--- config.mk ---
export PLATFORM = sky130hd
export DESIGN_NAME = stable_ticket_priority_queue_unit
export DESIGN_NICKNAME = d
export VERILOG_FILES = /design/src/sv/stpq_pkg.sv /design/src/sv/stable_ticket_priority_queue_unit.sv /design/src/sv/stpq_ram.sv
export SDC_FILE = /design/constraint.sdc
export NUM_CORES = 1
export LEC_CHECK = 0
export ABC_CLOCK_PERIOD_IN_PS = 3370
export BUFFER_PORTS_ARGS = -buffer_cell sky130_fd_sc_hd__buf_2
export CORE_MARGIN = 2
export CORE_UTILIZATION = 30
export DETAILED_ROUTE_END_ITERATION = 8
export PLACE_DENSITY = 0.56
export SYNTH_ARGS = -nofsm -noshare
export SYNTH_HDL_FRONTEND = slang
export SYNTH_SLANG_ARGS = --single-unit
--- constraint.sdc ---
create_clock -name clk -period 3.37 [get_ports clk]
set_input_delay 0.5055 -clock clk [delete_from_list [all_inputs] [get_ports clk]]
set_output_delay 0.5055 -clock clk [all_outputs]
set_load 0.01 [all_outputs]
--- src/sv/stpq_pkg.sv ---
`default_nettype none
// ----------------------------------------------------------------------------
// stpq_pkg: shared types and constants for the ticket priority queue
// Field widths, request and status codes, level limits and sequencer states.
// ----------------------------------------------------------------------------
package stpq_pkg;

	localparam int CAPACITY_DEF = 16;

	localparam int REQ_W    = 2;
	localparam int PRIO_W   = 3;
	localparam int STATUS_W = 2;
	localparam int TICKET_W = 16;
	localparam int LEVEL_W  = 3;
	localparam int ENTRY_W  = TICKET_W + LEVEL_W;

	localparam int S_TDATA_W = 8;
	localparam int M_TDATA_W = 24;

	typedef enum logic [REQ_W-1:0] {
		REQ_ENTER = 2'd0,
		REQ_SERVE = 2'd1,
		REQ_PEEK  = 2'd2,
		REQ_LIST  = 2'd3
	} req_t;

	typedef enum logic [STATUS_W-1:0] {
		STAT_OK      = 2'd0,
		STAT_FULL    = 2'd1,
		STAT_EMPTY   = 2'd2,
		STAT_INVALID = 2'd3
	} status_t;

	localparam logic [LEVEL_W-1:0] LEVEL_MIN  = 3'd1;
	localparam logic [LEVEL_W-1:0] LEVEL_MAX  = 3'd5;
	localparam logic [LEVEL_W-1:0] LEVEL_NONE = 3'd7;

	typedef enum logic [8:0] {
		S_IDLE      = 9'b000000001,
		S_EXEC      = 9'b000000010,
		S_SCAN_RD   = 9'b000000100,
		S_SCAN_CHK  = 9'b000001000,
		S_EMIT_BEST = 9'b000010000,
		S_SHIFT_RD  = 9'b000100000,
		S_SHIFT_WR  = 9'b001000000,
		S_LIST_RD   = 9'b010000000,
		S_LIST_CHK  = 9'b100000000
	} state_t;

endpackage : stpq_pkg
`default_nettype wire

--- src/sv/stable_ticket_priority_queue_unit.sv ---
`default_nettype none
// ----------------------------------------------------------------------------
// stable_ticket_priority_queue_unit: bounded stable priority queue of tickets
// Enter, serve, peek and list requests over entries kept in arrival order in
// one RAM, walked by a small sequencer with one read and one write port.
// Enter and error requests load their result in S_EXEC once the output is free;
//   serve and peek scan every entry (S_SCAN_RD, S_SCAN_CHK) before S_EMIT_BEST,
//   serve then closes the gap, S_SHIFT_RD then S_SHIFT_WR for each entry behind it.
// List: one pass per level reads every entry, up to 5 passes, one result per hit.
// Throughput: one request at a time; the RAM port and scan loop set the rate.
// Reset: occupancy 0, next ticket 1; stored entries are not cleared.
// ----------------------------------------------------------------------------
module stable_ticket_priority_queue_unit #(
	parameter int CAPACITY = stpq_pkg::CAPACITY_DEF
) (
	input  wire logic                           clk,
	input  wire logic                           arst_n,
	input  wire logic                           s_tvalid,
	output logic                                s_tready,
	input  wire logic [stpq_pkg::S_TDATA_W-1:0] s_tdata,  // [2:0] priority_req
	input  wire logic [stpq_pkg::REQ_W-1:0]     s_tuser,  // [1:0] req_type
	output logic                                m_tvalid,
	input  wire logic                           m_tready,
	output logic      [stpq_pkg::M_TDATA_W-1:0] m_tdata,  // [15:0] ticket, [18:16] level
	output logic      [stpq_pkg::STATUS_W-1:0]  m_tuser,  // [1:0] status
	output logic                                m_tlast
);

	import stpq_pkg::*;

	localparam int AW = $clog2(CAPACITY);
	localparam int OW = $clog2(CAPACITY + 1);

	state_t                state_q, state_d;
	logic [REQ_W-1:0]      req_q;
	logic [PRIO_W-1:0]     prio_q;
	logic [OW-1:0]         occ_q;
	logic [OW-1:0]         cnt_q;
	logic [AW-1:0]         idx_q;
	logic [AW-1:0]         best_q;
	logic [LEVEL_W-1:0]    best_lv_q;
	logic [TICKET_W-1:0]   best_tk_q;
	logic [LEVEL_W-1:0]    lv_q;
	logic [TICKET_W-1:0]   next_tk_q;

	logic                  out_valid_q;
	logic [STATUS_W-1:0]   out_status_q;
	logic [TICKET_W-1:0]   out_ticket_q;
	logic [LEVEL_W-1:0]    out_level_q;
	logic                  out_last_q;

	logic                  load;
	logic [STATUS_W-1:0]   ld_status;
	logic [TICKET_W-1:0]   ld_ticket;
	logic [LEVEL_W-1:0]    ld_level;
	logic                  ld_last;

	logic                  rd_en, wr_en;
	logic [AW-1:0]         rd_addr, wr_addr;
	logic [ENTRY_W-1:0]    wr_data, rd_data;
	logic [TICKET_W-1:0]   rd_ticket;
	logic [LEVEL_W-1:0]    rd_level;

	logic                  slot_free;
	logic [OW-1:0]         occ_m1;
	logic                  idx_at_end;
	logic                  is_full;
	logic                  prio_ok;
	logic                  list_hit;
	logic                  list_last;

	assign s_tready   = (state_q == S_IDLE);
	assign slot_free  = !out_valid_q || m_tready;
	assign occ_m1     = occ_q - OW'(1);
	assign idx_at_end = (OW'(idx_q) == occ_m1);
	assign is_full    = (occ_q == OW'(CAPACITY));
	assign prio_ok    = (prio_q >= LEVEL_MIN) && (prio_q <= LEVEL_MAX);
	assign rd_ticket  = rd_data[TICKET_W-1:0];
	assign rd_level   = rd_data[ENTRY_W-1:TICKET_W];
	assign list_hit   = (rd_level == lv_q);
	assign list_last  = (cnt_q == occ_m1);

	stpq_ram #(
		.WIDTH (ENTRY_W),
		.DEPTH (CAPACITY)
	) u_entries (
		.clk     (clk),
		.wr_en   (wr_en),
		.wr_addr (wr_addr),
		.wr_data (wr_data),
		.rd_en   (rd_en),
		.rd_addr (rd_addr),
		.rd_data (rd_data)
	);

	always_comb begin
		state_d   = state_q;
		load      = 1'b0;
		ld_status = STAT_OK;
		ld_ticket = '0;
		ld_level  = '0;
		ld_last   = 1'b1;
		rd_en     = 1'b0;
		rd_addr   = idx_q;
		wr_en     = 1'b0;
		wr_addr   = idx_q;
		wr_data   = rd_data;
		case (state_q)
			S_IDLE: begin
				if (s_tvalid) begin
					state_d = S_EXEC;
				end
			end
			S_EXEC: begin
				if (req_q == REQ_ENTER) begin
					if (slot_free) begin
						load    = 1'b1;
						state_d = S_IDLE;
						if (is_full) begin
							ld_status = STAT_FULL;
						end else if (!prio_ok) begin
							ld_status = STAT_INVALID;
						end else begin
							ld_ticket = next_tk_q;
							ld_level  = prio_q;
							wr_en     = 1'b1;
							wr_addr   = occ_q[AW-1:0];
							wr_data   = {prio_q, next_tk_q};
						end
					end
				end else if (occ_q == '0) begin
					if (slot_free) begin
						load      = 1'b1;
						ld_status = STAT_EMPTY;
						state_d   = S_IDLE;
					end
				end else if (req_q == REQ_LIST) begin
					state_d = S_LIST_RD;
				end else begin
					state_d = S_SCAN_RD;
				end
			end
			S_SCAN_RD: begin
				rd_en   = 1'b1;
				state_d = S_SCAN_CHK;
			end
			S_SCAN_CHK: begin
				state_d = idx_at_end ? S_EMIT_BEST : S_SCAN_RD;
			end
			S_EMIT_BEST: begin
				if (slot_free) begin
					load      = 1'b1;
					ld_ticket = best_tk_q;
					ld_level  = best_lv_q;
					if (req_q == REQ_SERVE && OW'(best_q) != occ_m1) begin
						state_d = S_SHIFT_RD;
					end else begin
						state_d = S_IDLE;
					end
				end
			end
			S_SHIFT_RD: begin
				rd_en   = 1'b1;
				rd_addr = idx_q + AW'(1);
				state_d = S_SHIFT_WR;
			end
			S_SHIFT_WR: begin
				wr_en   = 1'b1;
				state_d = (OW'(idx_q) + OW'(1) == occ_m1) ? S_IDLE : S_SHIFT_RD;
			end
			S_LIST_RD: begin
				rd_en   = 1'b1;
				state_d = S_LIST_CHK;
			end
			S_LIST_CHK: begin
				if (!list_hit) begin
					state_d = S_LIST_RD;
				end else if (slot_free) begin
					load      = 1'b1;
					ld_ticket = rd_ticket;
					ld_level  = rd_level;
					ld_last   = list_last;
					state_d   = list_last ? S_IDLE : S_LIST_RD;
				end
			end
			default: begin
				state_d = S_IDLE;
			end
		endcase
	end

	always_ff @(posedge clk or negedge arst_n) begin
		if (!arst_n) begin
			state_q   <= S_IDLE;
			occ_q     <= '0;
			next_tk_q <= TICKET_W'(1);
			cnt_q     <= '0;
			idx_q     <= '0;
			best_q    <= '0;
			best_lv_q <= LEVEL_NONE;
			best_tk_q <= '0;
			lv_q      <= LEVEL_MIN;
		end else begin
			state_q <= state_d;
			case (state_q)
				S_EXEC: begin
					idx_q     <= '0;
					best_q    <= '0;
					best_lv_q <= LEVEL_NONE;
					cnt_q     <= '0;
					lv_q      <= LEVEL_MIN;
					if (wr_en) begin
						occ_q     <= occ_q + OW'(1);
						next_tk_q <= next_tk_q + TICKET_W'(1);
					end
				end
				S_SCAN_CHK: begin
					if (rd_level < best_lv_q) begin
						best_q    <= idx_q;
						best_lv_q <= rd_level;
						best_tk_q <= rd_ticket;
					end
					if (!idx_at_end) begin
						idx_q <= idx_q + AW'(1);
					end
				end
				S_EMIT_BEST: begin
					idx_q <= best_q;
					if (slot_free && req_q == REQ_SERVE && OW'(best_q) == occ_m1) begin
						occ_q <= occ_m1;
					end
				end
				S_SHIFT_WR: begin
					idx_q <= idx_q + AW'(1);
					if (state_d == S_IDLE) begin
						occ_q <= occ_m1;
					end
				end
				S_LIST_CHK: begin
					if (!list_hit || slot_free) begin
						if (list_hit) begin
							cnt_q <= cnt_q + OW'(1);
						end
						if (idx_at_end) begin
							idx_q <= '0;
							lv_q  <= lv_q + LEVEL_W'(1);
						end else begin
							idx_q <= idx_q + AW'(1);
						end
					end
				end
				default: begin
				end
			endcase
		end
	end

	always_ff @(posedge clk) begin
		if (s_tvalid && s_tready) begin
			req_q  <= s_tuser;
			prio_q <= s_tdata[PRIO_W-1:0];
		end
		if (load) begin
			out_status_q <= ld_status;
			out_ticket_q <= ld_ticket;
			out_level_q  <= ld_level;
			out_last_q   <= ld_last;
		end
	end

	always_ff @(posedge clk or negedge arst_n) begin
		if (!arst_n) begin
			out_valid_q <= 1'b0;
		end else if (load) begin
			out_valid_q <= 1'b1;
		end else if (m_tready) begin
			out_valid_q <= 1'b0;
		end
	end

	assign m_tvalid = out_valid_q;
	assign m_tuser  = out_status_q;
	assign m_tlast  = out_last_q;
	assign m_tdata  = {{(M_TDATA_W - TICKET_W - LEVEL_W){1'b0}}, out_level_q, out_ticket_q};

	a_occ_bound: assert property (@(posedge clk) disable iff (!arst_n)
		occ_q <= OW'(CAPACITY))
		else $error("occupancy above capacity");

	a_list_count: assert property (@(posedge clk) disable iff (!arst_n)
		(state_q == S_LIST_CHK) |-> (cnt_q < occ_q))
		else $error("list emitted more entries than stored");

	a_error_single: assert property (@(posedge clk) disable iff (!arst_n)
		(load && ld_status != STAT_OK) |-> ld_last)
		else $error("error result not marked last");

	a_enter_grows: assert property (@(posedge clk) disable iff (!arst_n)
		(state_q == S_EXEC && wr_en) |=> (occ_q == $past(occ_q) + OW'(1)))
		else $error("enter did not add an entry");

endmodule : stable_ticket_priority_queue_unit
`default_nettype wire

--- src/sv/stpq_ram.sv ---
`default_nettype none
// ----------------------------------------------------------------------------
// stpq_ram: generic single-write, single-read RAM
// One write port, one read port with registered data held while rd_en is low.
// ----------------------------------------------------------------------------
module stpq_ram #(
	parameter int WIDTH = 8,
	parameter int DEPTH = 16
) (
	input  wire logic                     clk,
	input  wire logic                     wr_en,
	input  wire logic [$clog2(DEPTH)-1:0] wr_addr,
	input  wire logic [WIDTH-1:0]         wr_data,
	input  wire logic                     rd_en,
	input  wire logic [$clog2(DEPTH)-1:0] rd_addr,
	output logic      [WIDTH-1:0]         rd_data
);

	logic [WIDTH-1:0] mem_q [DEPTH];

	always_ff @(posedge clk) begin
		if (wr_en) begin
			mem_q[wr_addr] <= wr_data;
		end
		if (rd_en) begin
			rd_data <= mem_q[rd_addr];
		end
	end

endmodule : stpq_ram
`default_nettype wire

==> results of run 1 <==
final timing paths:
kind / from / to / slack [ns]
setup / recovery: state_q[4] / u_entries.rd_data[8] / 0.06
hold / removal: s_tuser[0] / req_q[0] / 0.12
setup reg to reg: state_q[4] / u_entries.rd_data[8] / 0.06
hold reg to reg: next_tk_q[15] / next_tk_q[15] / 0.47
max in group asynchronous: arst_n / next_tk_q[0] / 2.05
min in group asynchronous: arst_n / state_q[8] / 0.47
timing repair:
item,CTS,global route
endpoints found under the hold margin,16,0
gates resized for setup,1,5
hold buffers,1,0
setup endpoints to repair,3,418
logic make-up after synthesis:
kind of cell	share of synthesized area (%)
flops	66.6
simple gates	10.4
compound gates	8.40
mux	9.14
buf+inv	2.44
xor+xnor	2.55
fa+ha+maj	0.547
other cells	0.0205
worst reg2reg max path, stage by stage (launching register included):
cell and delay, ns:
dfrtp_1 0.40, buf_4 0.17, or4_4 0.52, nor3_4 0.35, xnor2_2 0.38, buf_12 0.26, buf_12 0.20, buf_4 0.17
mux2i_1 0.07, mux2_2 0.26, o211ai_1 0.31
layer usage:
layer	up-vias	track usage, %	wire length (um)
li1	5211	-	-
met1	5705	17.9	19000
met2	315	22.2	20300
met3	55	2.18	2090
met4	0	3.84	865
met5	-	0	0
stage by stage:
stage | hold WS [ns] | total power [mW]
3_3_place_gp | 0.464 | 7.02
2_1_floorplan | 0.210 | 6.67
5_1_grt | 0.112 | 11.9
6_report | 0.121 | 11.4
4_1_cts | 0.0973 | 11.5
3_5_place_dp | 0.462 | 7.05
layout make-up:
class,count,area (um2)
clock buffer,48,1080
clock inverter,29,231
fill,5758,38900
inverter,21,78.8
multi-input combinational,809,5830
sequential,416,12200
tap,782,978
timing repair buffer,113,1070
layout by cell type (no fill, tap or decap), types with 15 or more instances in the layout:
cell type  count
a21o_1        40
o21ai_0       36
nand2_1      189
a31oi_1       43
buf_2         32
buf_4         56
edfxtp_1     350
mux2i_1       41
mux2_2        36
mux4_2        38
clkbuf_16     42
nand3_1       96
nor2_2        16
inv_1         20
buf_12        24
dfrtp_1       59
nand4_1       15
xor2_1        15
a22oi_1       26
o211ai_1      22
nor2_1        26
xnor2_1       30
where the power goes:
part           internal [mW]  total [mW]  switching (mW)
clock network           2.49        4.48            1.99
logic                  0.411        1.02           0.605
registers               5.80        5.94           0.147
total                   8.70        11.4            2.74
registers in the layout, indices dropped and copies added (netlist names), 4 cells and up:
| name | cells |
|---|---|
| u_entries.mem_q | 304 |
| u_entries.rd_data | 19 |
| best_tk_q | 16 |
| next_tk_q | 16 |
| out_ticket_q | 16 |
| state_q | 9 |
| cnt_q | 5 |
| occ_q | 5 |
| best_q | 4 |
| idx_q | 4 |
==> metrics.cfg, run 1 <==
[outcome]
status=complete, no violations

[synthesis]
synth_edf_count=350
synth_area_leaders=edfxtp_1 (57%), dfrtp_1 (8.2%), mux4_2 (4.7%)
async_reset_ff_share_pct=15.9
synth_top_area_share_pct=57.5
synth_top_area_cell=edfxtp_1
syn_area_per_cell_um2=13.8
yosysSeqAreaShare_pct=66.6
synth_common_cells=edfxtp_1 (350), nand2_1 (191), nand3_1 (96), clkbuf_1 (63), dfrtp_1 (60)
ys_warn_count=0
synth_flop_cell=edfxtp_1
synth_cells=1329
synth.most_common_cell=edfxtp_1
ys_ff_latch=416
synth_area_um2=18300
ys_types=67

[clock_tree]
clock-sinks=416
tritoncts=done
clk-insertion-delay-late_ns=0.56
root_buffer=clkbuf_16
cts.htree.levels=2
cts_buffer_depth=3
cts_setup_buffers=0
clkSlewWorstSetupHoldPaths_ns=0.06
cts_buffers=42

[sta]
slew-limit-headroom_pct=40.9
clock_skew_ns=0.0225
setup_slack_ns=0.0606
fin_tns_setup_ns=0
finalHoldViolCount=0
max_clock_freq_mhz=302
tightest_slew_ns=0.882
maxSlewViolCount=0
period_minus_slack_ns=3.31
fin_crit_sh_pct=98.2
rsz0062_at_grt=true
setup_viol=0

[grt]
grt-ovfl-total=0
grt_max_degree=115
antenna_found_initial=0
grt_pass1_wl_um=65400
track_usage_pct=13.3
grt_pass1_vias=11158

[critical_path]
cpPeakStageDelay_ns=0.52
crit_buf_inv=4
rr_worst_depth=10
crit_arrival_ns=3.65
crit_type=reg -> reg
start_kind=flip-flop
path_max_fanout=18
cp_top_family=simple AND/OR/NAND/NOR gates
critPathSlowestCell=or4_4
cp_cell_sequence=buf_4, or4_4, nor3_4, xnor2_2, buf_12, buf_12, buf_4, mux2i_1, mux2_2, o211ai_1
crit_cells=10
cp-end-kind=flip-flop
required_ns=3.71

[detailed_routing]
vias=11286
drt-total-wl_um=42300
drt_iter0_drc=880
first_pass_iters=7
via_per_inst=5.09
drtAntennaViolNets=0
drc=0
wire_per_inst_um=19.1

[hold_path]
hold_depth=1
hold_path_class=in -> reg

[place]
port_buffers=32
placed_area_um2=20100
dp_cells=2140
place.gp.congestion=0.846
pre_cts_ws_ns=-0.0298
dp_hpwl_um=27300

[finish]
diodes=0
drive_above_1_share_pct=20.2
post-route-util_pct=35.5
stdcell_area_um2=21400
final_nets=1425
final_cell_count_no_fill=2218
syn2layout_area_growth_pct=17.3

[power_and_ir_drop]
vdd_drop_max_mv=0.369
power_density_nw_per_um2=533
power_leakage_nw=7.71

[run]
drv_cap=0

[floorplan]
ios=43
die_y_um=251
die_area_um2=62900
initial_core_util_pct=30.3
rows=90
fp.dieW_um=251
core_area_um2=60400

No activity file was read; power rests on OpenSTA's default activity.
==> inputs of run 2 (changes only) <==
--- a/config.mk
+++ b/config.mk
@@ -11,6 +11,7 @@
 export CORE_UTILIZATION = 30
 export DETAILED_ROUTE_END_ITERATION = 8
 export PLACE_DENSITY = 0.56
+export SETUP_SLACK_MARGIN = 0.1
 export SYNTH_ARGS = -nofsm -noshare
 export SYNTH_HDL_FRONTEND = slang
 export SYNTH_SLANG_ARGS = --single-unit
==> run 2 against run 1 <==
  * Clock power barely moved
  * Sequential power hardly changed
  * Via count down 0.52%
  * Fmax rose by 5.9%
  * Critical path type unchanged
  * Critical endpoint is now u_entries.rd_data[10]
==> metrics.cfg, run 2 (same netlist as run 1, synthesis figures left out) <==
[sta]
period_minus_slack_ns=3.12  ; -0.186 ns
rsz0062_at_grt=true
finalHoldViolCount=0  ; unchanged
slew-limit-headroom_pct=41.7  ; +0.73 points
clock_skew_ns=0.0165  ; -0.00597 ns
maxSlewViolCount=0  ; unchanged
max_clock_freq_mhz=320  ; +5.9%
setup_viol=0  ; unchanged
fin_crit_sh_pct=92.7  ; -5.5 points
tightest_slew_ns=0.871  ; -0.0107 ns

[floorplan]
die_area_um2=62900  ; unchanged
ios=43  ; unchanged
fp.dieW_um=251  ; unchanged
core_area_um2=60400  ; unchanged
rows=90  ; unchanged
die_y_um=251  ; unchanged
initial_core_util_pct=30.3  ; unchanged

[finish]
multi_input_area_um2=5870  ; +0.58%
top_register=u_entries.mem_q
largestRegisters=u_entries.mem_q x304, u_entries.rd_data x19
num-fill-cells=5718  ; -0.69%
drive_above_1_share_pct=19.9  ; -0.28 points
final_nets=1426  ; +0.070%
regArea_um2=12200  ; unchanged
mostFrequentLayoutCells=edfxtp_1 (350), nand2_1 (190), nand3_1 (96)
final_cell_count_no_fill=2218  ; unchanged
largest_reg_flops=304  ; unchanged
post-route-util_pct=35.6  ; +0.073 points
final_common_cell=edfxtp_1
diodes=0  ; unchanged
syn2layout_area_growth_pct=17.5

[power_and_ir_drop]
power_leakage_nw=7.72  ; +0.10%
vdd_drop_max_mv=0.340  ; -7.9%
finalPower_mw=11.4  ; about the same
power_density_nw_per_um2=532  ; -0.18%

[grt]
grt-ovfl-total=0  ; unchanged
grt_util_met1_pct=18.8  ; +0.91 points
track_usage_pct=13.6  ; +0.27 points
grt_use_met3_pct=2.01  ; -0.18 points
gr-usage-met2_pct=22.4  ; +0.20 points
grt_max_degree=115  ; unchanged
grt_pass1_vias=10958  ; -1.8%
antenna_found_initial=0  ; unchanged
top_usage_layer=met2
grt_pass1_wl_um=66400  ; +1.6%

[run]
drv_cap=0  ; unchanged

[critical_path]
crit_arrival_ns=3.41  ; -0.24 ns
path_max_fanout=35  ; +17
cp-end-kind=flip-flop
ff2ff_setup_slack_ns=0.25  ; +0.19 ns
start_kind=flip-flop
required_ns=3.66  ; -0.05 ns
r2r_end=u_entries.rd_data[10]
critPathSlowestCell=or4bb_1
cp_cell_sequence=ha_1, or4bb_1, nor3_4, xnor2_2, buf_12, mux4_2, a22oi_1, o211ai_1
rr_worst_depth=8  ; -2
r2r-start=idx_q[0]
crit_type=reg -> reg
cpPeakStageDelay_ns=0.56  ; +0.04 ns

[outcome]
status=complete, no violations

[clock_tree]
clock-sinks=416  ; unchanged
root_buffer=clkbuf_16
clk-insertion-delay-late_ns=0.56  ; about the same
cts_buffers=42  ; unchanged
tritoncts=done
clkSlewWorstSetupHoldPaths_ns=0.06  ; about the same
cts_buffer_depth=3  ; unchanged
cts.htree.levels=2  ; unchanged

[place]
place.gp.congestion=0.847  ; about the same
port_buffers=32  ; unchanged
dp_cells=2139  ; -0.047%
dp_hpwl_um=27700  ; +1.5%

[hold_path]
hold_path_class=in -> reg
hold_depth=1  ; unchanged
holdPathEnd=req_q[1]
hold_path.startpoint=s_tuser[1]

[detailed_routing]
vias=11227  ; -0.52%
drt-total-wl_um=43200  ; +2.1%
first_pass_iters=5  ; -2
drt_iter0_drc=934  ; +6.1%
via_per_inst=5.06  ; -0.52%
wire_per_inst_um=19.5  ; +2.1%
drtAntennaViolNets=0  ; unchanged
drc=0  ; unchanged

## run 2: changes by cell type in the layout (fill, tap and decap cells not counted), sizes merged
cell and change:
clkbuf +14, clkinvlp -1, clkinv -13
## run 2: metal layers
metal	part of all wire (%)	vias to the layer above
met5	0	-
met4	1.7	0
met3	5.2	46
met2	48	275
met1	45	5695
li1	-	5211
## run 2: cell type report
cell class                 count  share of cell area (%)
tap                          782                    4.55
sequential                   416                    56.6
multi-input combinational    809                    27.3
inverter                      21                   0.367
timing repair buffer         114                    5.06
clock buffer                  61                    5.32
clock inverter                15                   0.774
## run 2: power by group
part	internal, mW	total, mW	switching (mW)	leakage (nW)
Clock	2.53	4.46	1.93	0.640
Combinational	0.436	1.04	0.600	3.08
Sequential	5.80	5.94	0.145	4.00
Total	8.77	11.4	2.68	7.72
## run 2: worst max-delay path: cells and delay by family (launching register included)
family	cells	cell delay [ns]
buf+inv	1	0.30
fa+ha+maj	1	0.29
xor+xnor	1	0.25
flops	1	0.35
mux	1	0.34
simple gates	2	0.86
compound gates	2	0.43
## run 2: per-stage QoR
stage	setup TNS, ns	setup WS [ns]	cell area (um2)	hold slack, ns
floorplan	-1.71	-0.0195	18400	0.210
global placement	0	0.144	20100	0.463
detailed placement	0	0.114	20100	0.469
CTS	0	0.201	21400	0.110
global route	0	0.0752	21500	0.108
finish	0	0.246	21500	0.130
## run 2: worst max path at each step
stage / startpoint / end / slack (ns) / depth (start not counted)
2_1_floorplan: occ_q[0] / u_entries.mem_q[15][0] / -0.02 / 10
5_1_grt: state_q[8] / u_entries.rd_data[17] / 0.08 / 8
6_report: idx_q[0] / u_entries.rd_data[10] / 0.25 / 8
3_5_place_dp: state_q[8] / u_entries.rd_data[18] / 0.11 / 8
4_1_cts: idx_q[1] / u_entries.rd_data[18] / 0.20 / 8
3_3_place_gp: state_q[8] / u_entries.rd_data[18] / 0.14 / 8
## run 2: repair_timing
action,4_1_cts,5_1_grt
setup endpoints to repair,2,54
endpoints found under the hold margin,18,0
gates cloned,0,1
pin swaps,0,1
resized for setup,1,4
hold buffers,1,0
buffers inserted,0,1
